`src/hw/rtl/fdr_isqrt.sv`:
```
`default_nettype none
// ----------------------------------------------------------------------------
// fdr_isqrt: pipelined integer square root
// floor(sqrt(rad)), one result bit per register stage, side data carried along.
// ----------------------------------------------------------------------------
module fdr_isqrt #(
    parameter int RW = 16,    // root width; radicand is 2*RW bits
    parameter int SW = 1      // side data width
) (
    input  wire logic            clk,
    input  wire logic            rst_n,
    input  wire logic            advance,
    input  wire logic            in_vld,
    input  wire logic [2*RW-1:0] in_rad,
    input  wire logic [SW-1:0]   in_side,
    output logic                 out_vld,
    output logic [RW-1:0]        out_root,
    output logic [SW-1:0]        out_side
);

    logic            vld_reg  [RW];
    logic [2*RW-1:0] rad_reg  [RW];
    logic [RW+1:0]   rem_reg  [RW];
    logic [RW-1:0]   res_reg  [RW];
    logic [SW-1:0]   side_reg [RW];

    for (genvar k = 0; k < RW; k++) begin : g_step
        logic            p_vld;
        logic [2*RW-1:0] p_rad;
        logic [RW+1:0]   p_rem;
        logic [RW-1:0]   p_res;
        logic [SW-1:0]   p_side;
        logic [RW+3:0]   sh;
        logic [RW+3:0]   trial;
        logic [RW+3:0]   diff;
        logic            ge;
        logic [RW+1:0]   rem_next;
        logic [RW-1:0]   res_next;

        if (k == 0) begin : g_first
            assign p_vld  = in_vld;
            assign p_rad  = in_rad;
            assign p_rem  = '0;
            assign p_res  = '0;
            assign p_side = in_side;
        end
        else begin : g_rest
            assign p_vld  = vld_reg[k-1];
            assign p_rad  = rad_reg[k-1];
            assign p_rem  = rem_reg[k-1];
            assign p_res  = res_reg[k-1];
            assign p_side = side_reg[k-1];
        end

        // bring down the next two radicand bits, try (4*root + 1)
        assign sh       = {p_rem, p_rad[2*RW-1 -: 2]};
        assign trial    = {2'b00, p_res, 2'b01};
        assign ge       = (sh >= trial);
        assign diff     = sh - trial;
        assign rem_next = ge ? diff[RW+1:0] : sh[RW+1:0];
        assign res_next = {p_res[RW-2:0], ge};

        always_ff @(posedge clk or negedge rst_n)
        begin
            if (!rst_n)
            begin
                vld_reg[k] <= 1'b0;
            end
            else if (advance)
            begin
                vld_reg[k] <= p_vld;
            end
        end

        always_ff @(posedge clk)
        begin
            if (advance)
            begin
                rad_reg[k]  <= {p_rad[2*RW-3:0], 2'b00};
                rem_reg[k]  <= rem_next;
                res_reg[k]  <= res_next;
                side_reg[k] <= p_side;
            end
        end
    end

    assign out_vld  = vld_reg[RW-1];
    assign out_root = res_reg[RW-1];
    assign out_side = side_reg[RW-1];

endmodule
`default_nettype wire

```
`config.mk`:
```
export PLATFORM = sky130hd
export DESIGN_NAME = fdr_isqrt
export DESIGN_NICKNAME = d
export VERILOG_FILES = /design/src/hw/rtl/fdr_isqrt.sv
export SDC_FILE = /design/constraint.sdc
export NUM_CORES = 1
export LEC_CHECK = 0
export BUFFER_PORTS_ARGS = -buffer_cell sky130_fd_sc_hd__buf_2
export CAP_MARGIN = 5
export CORE_AREA = 2 2 221 223
export CTS_CLUSTER_SIZE = 16
export DETAILED_ROUTE_END_ITERATION = 10
export DIE_AREA = 0 0 223 225
export PLACE_DENSITY = 0.75
export RECOVER_POWER = 100
export SYNTH_ARGS = -nofsm -noshare
export SYNTH_HDL_FRONTEND = slang
export SYNTH_SLANG_ARGS = --single-unit
```
`constraint.sdc`:
```
create_clock -name clk -period 3 [get_ports clk]
set_clock_uncertainty 0.05 [all_clocks]
set_input_delay 0.75 -clock clk [delete_from_list [all_inputs] [get_ports clk]]
set_output_delay 0.75 -clock clk [all_outputs]
set_load 0.01 [all_outputs]
```
==> impl_metrics.yaml <==
run_status:
  status: "complete, no violations"
synth:
  synth_nets: 2428
  yosys.cell_count.top_type: "edfxtp_1"
  avgSynthCellArea_um2: 13.3
  ys_seq_area_frac: 0.660
  ys.flop_type: "edfxtp_1"
  yosysTopAreaCell: "edfxtp_1"
  synth_area_um2: 29800
  synthTopCellsByArea: "edfxtp_1, ha_1, xor2_1"
  netlist_instances: 2238
  synth-edff-count: 642
  synthArstFlopShare: 0.0243
  yosys_warnings: 0
  synth_common_cells: "edfxtp_1, inv_1, nand2_1, ha_1, o21ai_0"
  netlist-cell-type-count: 76
  ys_ff_latch: 658
  yosysTopAreaCellShare: 0.647
clocking:
  cts_tree: "built"
  ctsRootBufferMaster: "clkbuf_16"
  htree_levels: 3
  max-clock-path-buffers: 3
  clock_sinks: 658
  clk_pin_slew_ps: 60
  clk_latency_ps: 600
  cts_made_buffers: 68
routing:
  postRouteWirelength_um: 53500
  via_count: 17600
  drt-pass1-iter-count: 5
  ant_nets: 0
  route.detailed.drc: 0
  routedWlPerCell_um: 17.6
  drt-initial-drc-count: 1324
  vias_per_cell: 5.78
critical_path:
  cp_slowest_cell: "or4_1"
  worstPathCellList: "ha_1, o21ai_0, a21oi_1, or4_1, a31oi_2, o2111a_2, clkbuf_2, nor4b_2, xor2_1"
  critPathMaxStageDelay_ps: 430
  end_kind: "flip-flop"
  arrival_ps: 3160
  critPathTopFamily: "compound AO/OA/AOI/OAI gates"
  path_class: "flip-flop to flip-flop"
  worstPathRequired_ps: 3290
  cp_max_fo: 7
  start_kind: "flip-flop"
  crit_buf_inv: 1
global_route:
  grt_max_degree: 89
  grt.overflow.total: 0
  antenna_found_initial: 0
  gr-usage-all-layers: 0.216
  grt_pass1_vias: 17500
  grt_pass1_wl_um: 86100
floorplan:
  pin_count: 55
  start_util: 0.627
  die_width_um: 223
  fp-row-count: 80
  die_area_um2: 50200
  fp.dieH_um: 225
  core_um2: 47500
cells_and_area:
  area_growth_pct: 12.1
  drive_gt1_frac: 0.0922
  final_nets: 2567
  antenna_cells: 0
  largest_reg_flops: 250
power:
  total_power_mw: 24.1
  power_density_nw_per_um2: 722
  leakagePower_nw: 12.8
  vdd_ir_drop_max_mv: 0.811
sta:
  setup_violations: 0
  grt_setup_unrepaired: "false"
  tightest_slew_ps: 1260
  max_freq_ghz: 0.348
  fin_crit_sh: 0.957
  hold_slack_ps: 264
  hold_viol_final: 0
  finalCriticalPeriod_ps: 2870
  slew_headroom: 0.161
  slew_viol_final: 0
hold_path:
  hold_class: "primary input to flip-flop"
placed_design:
  dp_hpwl_um: 37000
  port_buffers: 54
  gp_congestion: 0.911
flow_run:
  drv_cap: 0
-- cells in the final DEF, fill, tap and decap left out, types with 12 or more instances in the layout --
master     synthesis  routed
a211oi_1          15      15
nand4_1           15      15
xnor2_1           95      95
nand3_1           31      30
buf_4              0      18
edfxtp_1         642     642
buf_2              7      33
o31ai_1           12      12
a21oi_1          124     124
nor2b_1           22      22
ha_1             153     153
nor3_1            63      62
nand2_1          163     163
clkbuf_1          24      46
inv_1            179     179
o21ai_0          138     138
o21a_1            28      28
dfrtp_1           16      16
xor2_1            96      96
nand2b_1          34      34
or3_1             21      21
nor4_1            35      35
clkbuf_16          0      70
a21o_1            26      26
mux2_2            27      25
nor2_1           127     126
-- report_power, final --
group | leakage [nW] | switching [mW] | internal (mW)
Clock | 1.14 | 3.48 | 5.30
Sequential | 6.34 | 0.620 | 11.4
Combinational | 5.31 | 1.92 | 1.43
Total | 12.8 | 6.02 | 18.1
-- routing by layer --
metal,track usage,vias up,share of wire
met5,0,-,0
met4,0.0723,0,0.030
met3,0.0400,136,0.051
met2,0.376,488,0.50
met1,0.274,8435,0.42
li1,-,8554,-
-- through the flow --
step / util / setup slack (ps) / cell area, um^2 / cells / setup TNS, ps
after floorplan: - / 250 / 29800 / 2238 / 0
after global placement: 0.655 / 21.3 / 31200 / 2920 / 0
after detailed placement: 0.655 / -30.1 / 31200 / 2920 / -30.1
after CTS: 0.705 / 25.0 / 33500 / 3044 / 0
after global routing: 0.703 / 8.13 / 33400 / 3045 / 0
final: 0.703 / 130 / 33400 / 3045 / 0
-- logic make-up (layout without fill, tap and decap cells) --
kind of cell,Yosys count,in the layout,share of synthesized area
simple gates,571,571,0.0945
compound gates,415,415,0.0843
mux,34,34,0.0126
xor+xnor,192,192,0.0567
flops,658,658,0.660
other cells,1,1,0.000126
fa+ha+maj,153,153,0.0642
buf+inv,214,406,0.0272
-- worst paths after layout --
path                               endpoint  slack (ps)      startpoint  depth (start not counted)
setup / recovery            rem_reg[12][14]         130  rem_reg[11][1]                          9
hold / removal               rad_reg[0][11]         260      in_rad[11]                          1
setup reg to reg            rem_reg[12][14]         130  rem_reg[11][1]                          9
hold reg to reg              rad_reg[0][80]         360  rad_reg[0][48]                          0
max in group asynchronous  g_step[12].p_vld        1630           rst_n                          2
min in group asynchronous   g_step[8].p_vld         730           rst_n                          2
-- final cells by class --
cell class	count	area, um^2
timing repair inverter	1	5.00
timing repair buffer	100	534
inverter	182	687
clock inverter	35	505
clock buffer	88	1860
multi-input combinational	1366	9370
sequential	658	19700
tap	615	769
fill	3192	14100
-- what timing repair did --
| action | CTS | global route |
|---|---|---|
| resized for setup | 2 | 13 |
| pin swaps | 0 | 1 |
| hold endpoints to repair | 16 | 0 |
| setup endpoints to repair | 5 | 59 |
| hold buffers | 1 | 0 |
| setup buffers | 0 | 0 |
| gates cloned | 0 | 1 |
Power figures use the tool's default switching activity.
