## config.mk

```make
export PLATFORM = sky130hd
export DESIGN_NAME = fdr_div
export DESIGN_NICKNAME = d
export VERILOG_FILES = /design/src/hw/rtl/fdr_div.sv
export SDC_FILE = /design/constraint.sdc
export NUM_CORES = 2
export LEC_CHECK = 0
export BUFFER_PORTS_ARGS = -buffer_cell sky130_fd_sc_hd__buf_2
export CORE_ASPECT_RATIO = 1.4
export CORE_MARGIN = 2
export CORE_UTILIZATION = 45
export DETAILED_ROUTE_END_ITERATION = 10
export PLACE_DENSITY_LB_ADDON = 0.1
export SLEW_MARGIN = 20
export SYNTH_ARGS = -nofsm -noshare
export SYNTH_HDL_FRONTEND = slang
export SYNTH_SLANG_ARGS = --single-unit
```

## constraint.sdc

```tcl
create_clock -name clk -period 4.2 [get_ports clk]
set_clock_uncertainty 0.2 [all_clocks]
set_input_delay 0.42 -clock clk [delete_from_list [all_inputs] [get_ports clk]]
set_output_delay 0.42 -clock clk [all_outputs]
set_load 0.03 [all_outputs]
```

## src/hw/rtl/fdr_div.sv

```systemverilog
`default_nettype none
// ----------------------------------------------------------------------------
// fdr_div: pipelined fractional divider
// floor(num * 2^QW / den) for num < den, one quotient bit per register stage.
// ----------------------------------------------------------------------------
module fdr_div #(
    parameter int DW = 32,    // numerator / denominator width
    parameter int QW = 16,    // quotient width
    parameter int SW = 1      // side data width
) (
    input  wire logic          clk,
    input  wire logic          rst_n,
    input  wire logic          advance,
    input  wire logic          in_vld,
    input  wire logic [DW-1:0] in_num,
    input  wire logic [DW-1:0] in_den,
    input  wire logic [SW-1:0] in_side,
    output logic               out_vld,
    output logic [QW-1:0]      out_quo,
    output logic [SW-1:0]      out_side
);

    logic          vld_reg  [QW];
    logic [DW-1:0] rem_reg  [QW];
    logic [DW-1:0] den_reg  [QW];
    logic [QW-1:0] quo_reg  [QW];
    logic [SW-1:0] side_reg [QW];

    for (genvar k = 0; k < QW; k++) begin : g_step
        logic          p_vld;
        logic [DW-1:0] p_rem;
        logic [DW-1:0] p_den;
        logic [QW-1:0] p_quo;
        logic [SW-1:0] p_side;
        logic [DW:0]   sh;
        logic [DW:0]   diff;
        logic          ge;
        logic [DW-1:0] rem_next;

        if (k == 0) begin : g_first
            assign p_vld  = in_vld;
            assign p_rem  = in_num;
            assign p_den  = in_den;
            assign p_quo  = '0;
            assign p_side = in_side;
        end
        else begin : g_rest
            assign p_vld  = vld_reg[k-1];
            assign p_rem  = rem_reg[k-1];
            assign p_den  = den_reg[k-1];
            assign p_quo  = quo_reg[k-1];
            assign p_side = side_reg[k-1];
        end

        assign sh       = {p_rem, 1'b0};
        assign ge       = (sh >= {1'b0, p_den});
        assign diff     = sh - {1'b0, p_den};
        assign rem_next = ge ? diff[DW-1:0] : sh[DW-1:0];

        always_ff @(posedge clk or negedge rst_n)
        begin
            if (!rst_n)
            begin
                vld_reg[k] <= 1'b0;
            end
            else if (advance)
            begin
                vld_reg[k] <= p_vld;
            end
        end

        always_ff @(posedge clk)
        begin
            if (advance)
            begin
                rem_reg[k]  <= rem_next;
                den_reg[k]  <= p_den;
                quo_reg[k]  <= {p_quo[QW-2:0], ge};
                side_reg[k] <= p_side;
            end
        end
    end

    assign out_vld  = vld_reg[QW-1];
    assign out_quo  = quo_reg[QW-1];
    assign out_side = side_reg[QW-1];

endmodule
`default_nettype wire

```

==> flow_summary.yaml <==
drt:
  dr_wl_met2_mm: 104
  drc: 0
  dr_total_vias: 45600
  top_layer_used: "met4"
  met1_length_mm: 46.2
  routed_wl_mm: 168
  dr.first_iter.drc_count: 1900
  routedWlPerCell_um: 20.0
  drtAntennaViolNets: 0
  dr.pass1.iters: 5
  routed_via_density: 5.43
  route.met3.wl_mm: 3.47
cells_and_area:
  syn_to_final_growth_pct: 13.8
  nets: 6979
  drive_above_1_share_pct: 12.4
  fin_area_um2: 75400
floorplan:
  core_area_um2: 146000
  die_area_um2: 150000
  start_util_pct: 45.3
  io_pins: 87
  rows: 166
  die_w_um: 328
  die_h_um: 458
power:
  p_comb_share_pct: 50.6
  seqPwrFrac_pct: 31.8
  p_sw_share_pct: 38.3
  p_leak_nw: 31.4
  net-switching-power_mw: 22.3
  p_int_mw: 35.8
  ir_worst_vdd_mv: 0.390
  clkPwrFrac_pct: 17.6
  power_density_nw_per_um2: 771
sta:
  fin_crit_ns: 4.04
  post-route-period-util_pct: 96.1
  worst_slew_pin_slew_ns: 1.04
  setup_violations: 0
  fin_ws_ns: 0.162
  slew_viol_final: 0
  hold_violations: 0
  tns_ns: 0
  rsz0062_at_grt: "no"
  fmax_mhz: 248
  max-slew-margin-rel_pct: 29.7
run_status:
  status: "completed"
worst_setup_path:
  worst_setup_path_end_kind: "register"
  crit_top_cell: "o31a_1"
  path_delay_family: "compound AO/OA/AOI/OAI gates"
  path_max_fanout: 26
  cpMaxStageDelayCell: "edfxtp_1"
  critPathArrivalTime_ns: 4.33
  worstPathCellList: "inv_1, ha_1, nor2b_1, o31a_1, o31a_1, a221oi_1, buf_4, a21oi_1, o31a_1, a21oi_2, o21ai_4, buf_12, mux2_1"
  worstSetupPathType: "reg -> reg"
  cp-start-kind: "register"
  critPathBufInv: 3
  cp_data_required_time_ns: 4.49
  cpPeakStageDelay_ns: 0.43
logic_synthesis:
  synth_most_common_cell: "edfxtp_1"
  synthTopCellsByArea: "edfxtp_1 50%, ha_1 9.7%, a21oi_1 3.8%"
  synth-edff-count: 1112
  syn_area_um2: 66200
  ys_ff_latch: 1128
  synth.distinct_cells: 102
  async_flop_share_pct: 1.42
  yosysWarnings: 0
  synth_top_cell_area_share_pct: 50.4
  netlist_top_cells_count: "1112 x edfxtp_1, 632 x inv_1, 511 x ha_1"
  yosysTopAreaCell: "edfxtp_1"
  avgSynthCellArea_um2: 11.1
  ys_seq_area_share_pct: 51.0
  synth-main-ff-cell: "edfxtp_1"
  syn-num-nets: 6571
  synthCells: 5976
clock_network:
  cts-root-buf: "clkbuf_16"
  postCtsSetupBuffers: 0
  clkLatencyLatePin_ns: 0.77
  clk_pin_slew_ns: 0.06
  clock-sinks: 1128
  clk_path_buf_depth: 3
  cts_htree_levels: 3
  cts_tree: "yes"
  cts_buffers: 115
placed_design:
  dpl_cell_area_um2: 71000
  pre_cts_slack_ns: 0.0806
  place_hpwl_mm: 135
  io_buffers: 86
  globalplace.congestion: 0.976
min_path:
  worst_hold_path_type: "in -> reg"
grt:
  grt_pass1_vias: 48500
  grt_max_degree: 105
  antenna_found_initial: 2
  overflow: 0
  grtUsageTotal_pct: 22.3
  grt_pass1_wl_mm: 256
run:
  maxCapViolCount: 0
==> path summary, 6_finish.rpt <==
check / slack [ns] / end / cells after the start / start
hold reg to reg: 0.21 / quo_reg[9][5]$_DFFE_PP_ / 0 / quo_reg[8][4]$_DFFE_PP_
setup reg to reg: 0.16 / rem_reg[0][67]$_DFFE_PP_ / 13 / den_reg[1][1]$_DFFE_PP_
hold / removal: 0.18 / den_reg[0][20]$_DFFE_PP_ / 2 / in_den[20]
setup / recovery: 0.16 / rem_reg[0][67]$_DFFE_PP_ / 13 / den_reg[1][1]$_DFFE_PP_
min in group asynchronous: 0.59 / g_step[14].p_vld$_DFFE_PN0P_ / 3 / rst_n
max in group asynchronous: 2.75 / g_step[11].p_vld$_DFFE_PN0P_ / 3 / rst_n
==> metrics by stage <==
step                total power, mW  instances  hold WS, ns  util [%]
floorplan                      38.5       5976      -0.0756         -
detailed placement             48.0       8130        0.158      48.6
global placement               47.8       8130        0.147      48.6
finish                         58.1       8408        0.185      51.6
CTS                            58.6       8406        0.117      51.5
global route                   62.0       8407        0.150      51.6
==> logic make-up (layout without fill, tap and decap cells) <==
| logic type | Yosys count | count (layout) | share of synthesized area [%] |
|---|---|---|---|
| flip-flops | 1128 | 1128 | 51.0 |
| AND/OR/NAND/NOR | 1312 | 1312 | 9.50 |
| other | 0 | 2 | 0 |
| multiplexers | 237 | 237 | 4.22 |
| AO/OA/AOI/OAI | 1589 | 1589 | 15.2 |
| buffers and inverters | 779 | 1277 | 4.58 |
| XOR/XNOR | 405 | 405 | 5.36 |
| adder cells (fa/ha/maj) | 526 | 526 | 10.1 |
==> placed cells by master, fill, tap and decap left out, types with 26 or more instances in the layout <==
master	Yosys	final
a21oi_1	505	504
xnor2_1	257	257
buf_2	25	85
nor3_1	68	68
clkbuf_16	0	116
xor2_1	148	148
o31ai_1	34	34
buf_12	0	29
nand2b_1	69	69
nand3_1	93	92
and3_1	36	36
dlygate4sd3_1	0	69
nand2_1	375	374
buf_4	3	252
ha_1	511	511
a31oi_1	49	48
o21a_1	76	75
o21bai_1	67	67
a21o_1	241	241
edfxtp_1	1112	1112
nor2b_1	87	87
mux2_4	39	39
o21ai_0	344	344
mux2_2	168	168
a211oi_1	45	43
nand4_1	79	79
nor2_1	362	362
inv_1	632	632
and2_1	26	26
==> power by group through the flow <==
stage	Clock [mW]	Sequential (mW)	Combinational [mW]
2_1_floorplan	0	18.1	20.4
3_3_place_gp	0	18.7	29.1
3_5_place_dp	0	18.7	29.4
4_1_cts	10.5	18.5	29.5
5_1_grt	10.9	18.8	32.3
6_report	10.2	18.5	29.4
==> metal layers <==
layer	vias up	global-route usage, %
li1	22600	-
met3	490	2.19
met2	761	49.4
met4	0	16.8
met5	-	0
met1	21700	15.8
==> cell type report <==
class,count,area [um^2]
diodes,2,5.00
clock buffers,137,2980
clock inverters,70,706
fillers,13100,70800
inverters,634,2380
multi-input cells,4069,29500
flip-flops and latches,1128,33800
well taps,1932,2420
repair buffers,436,3600
==> timing repair <==
action                                  CTS  global route
endpoints found under the setup margin    0            27
gates resized for setup                   0             4
hold buffers                             69             0
endpoints found under the hold margin   116             0
No activity file was read; power rests on OpenSTA's default activity.
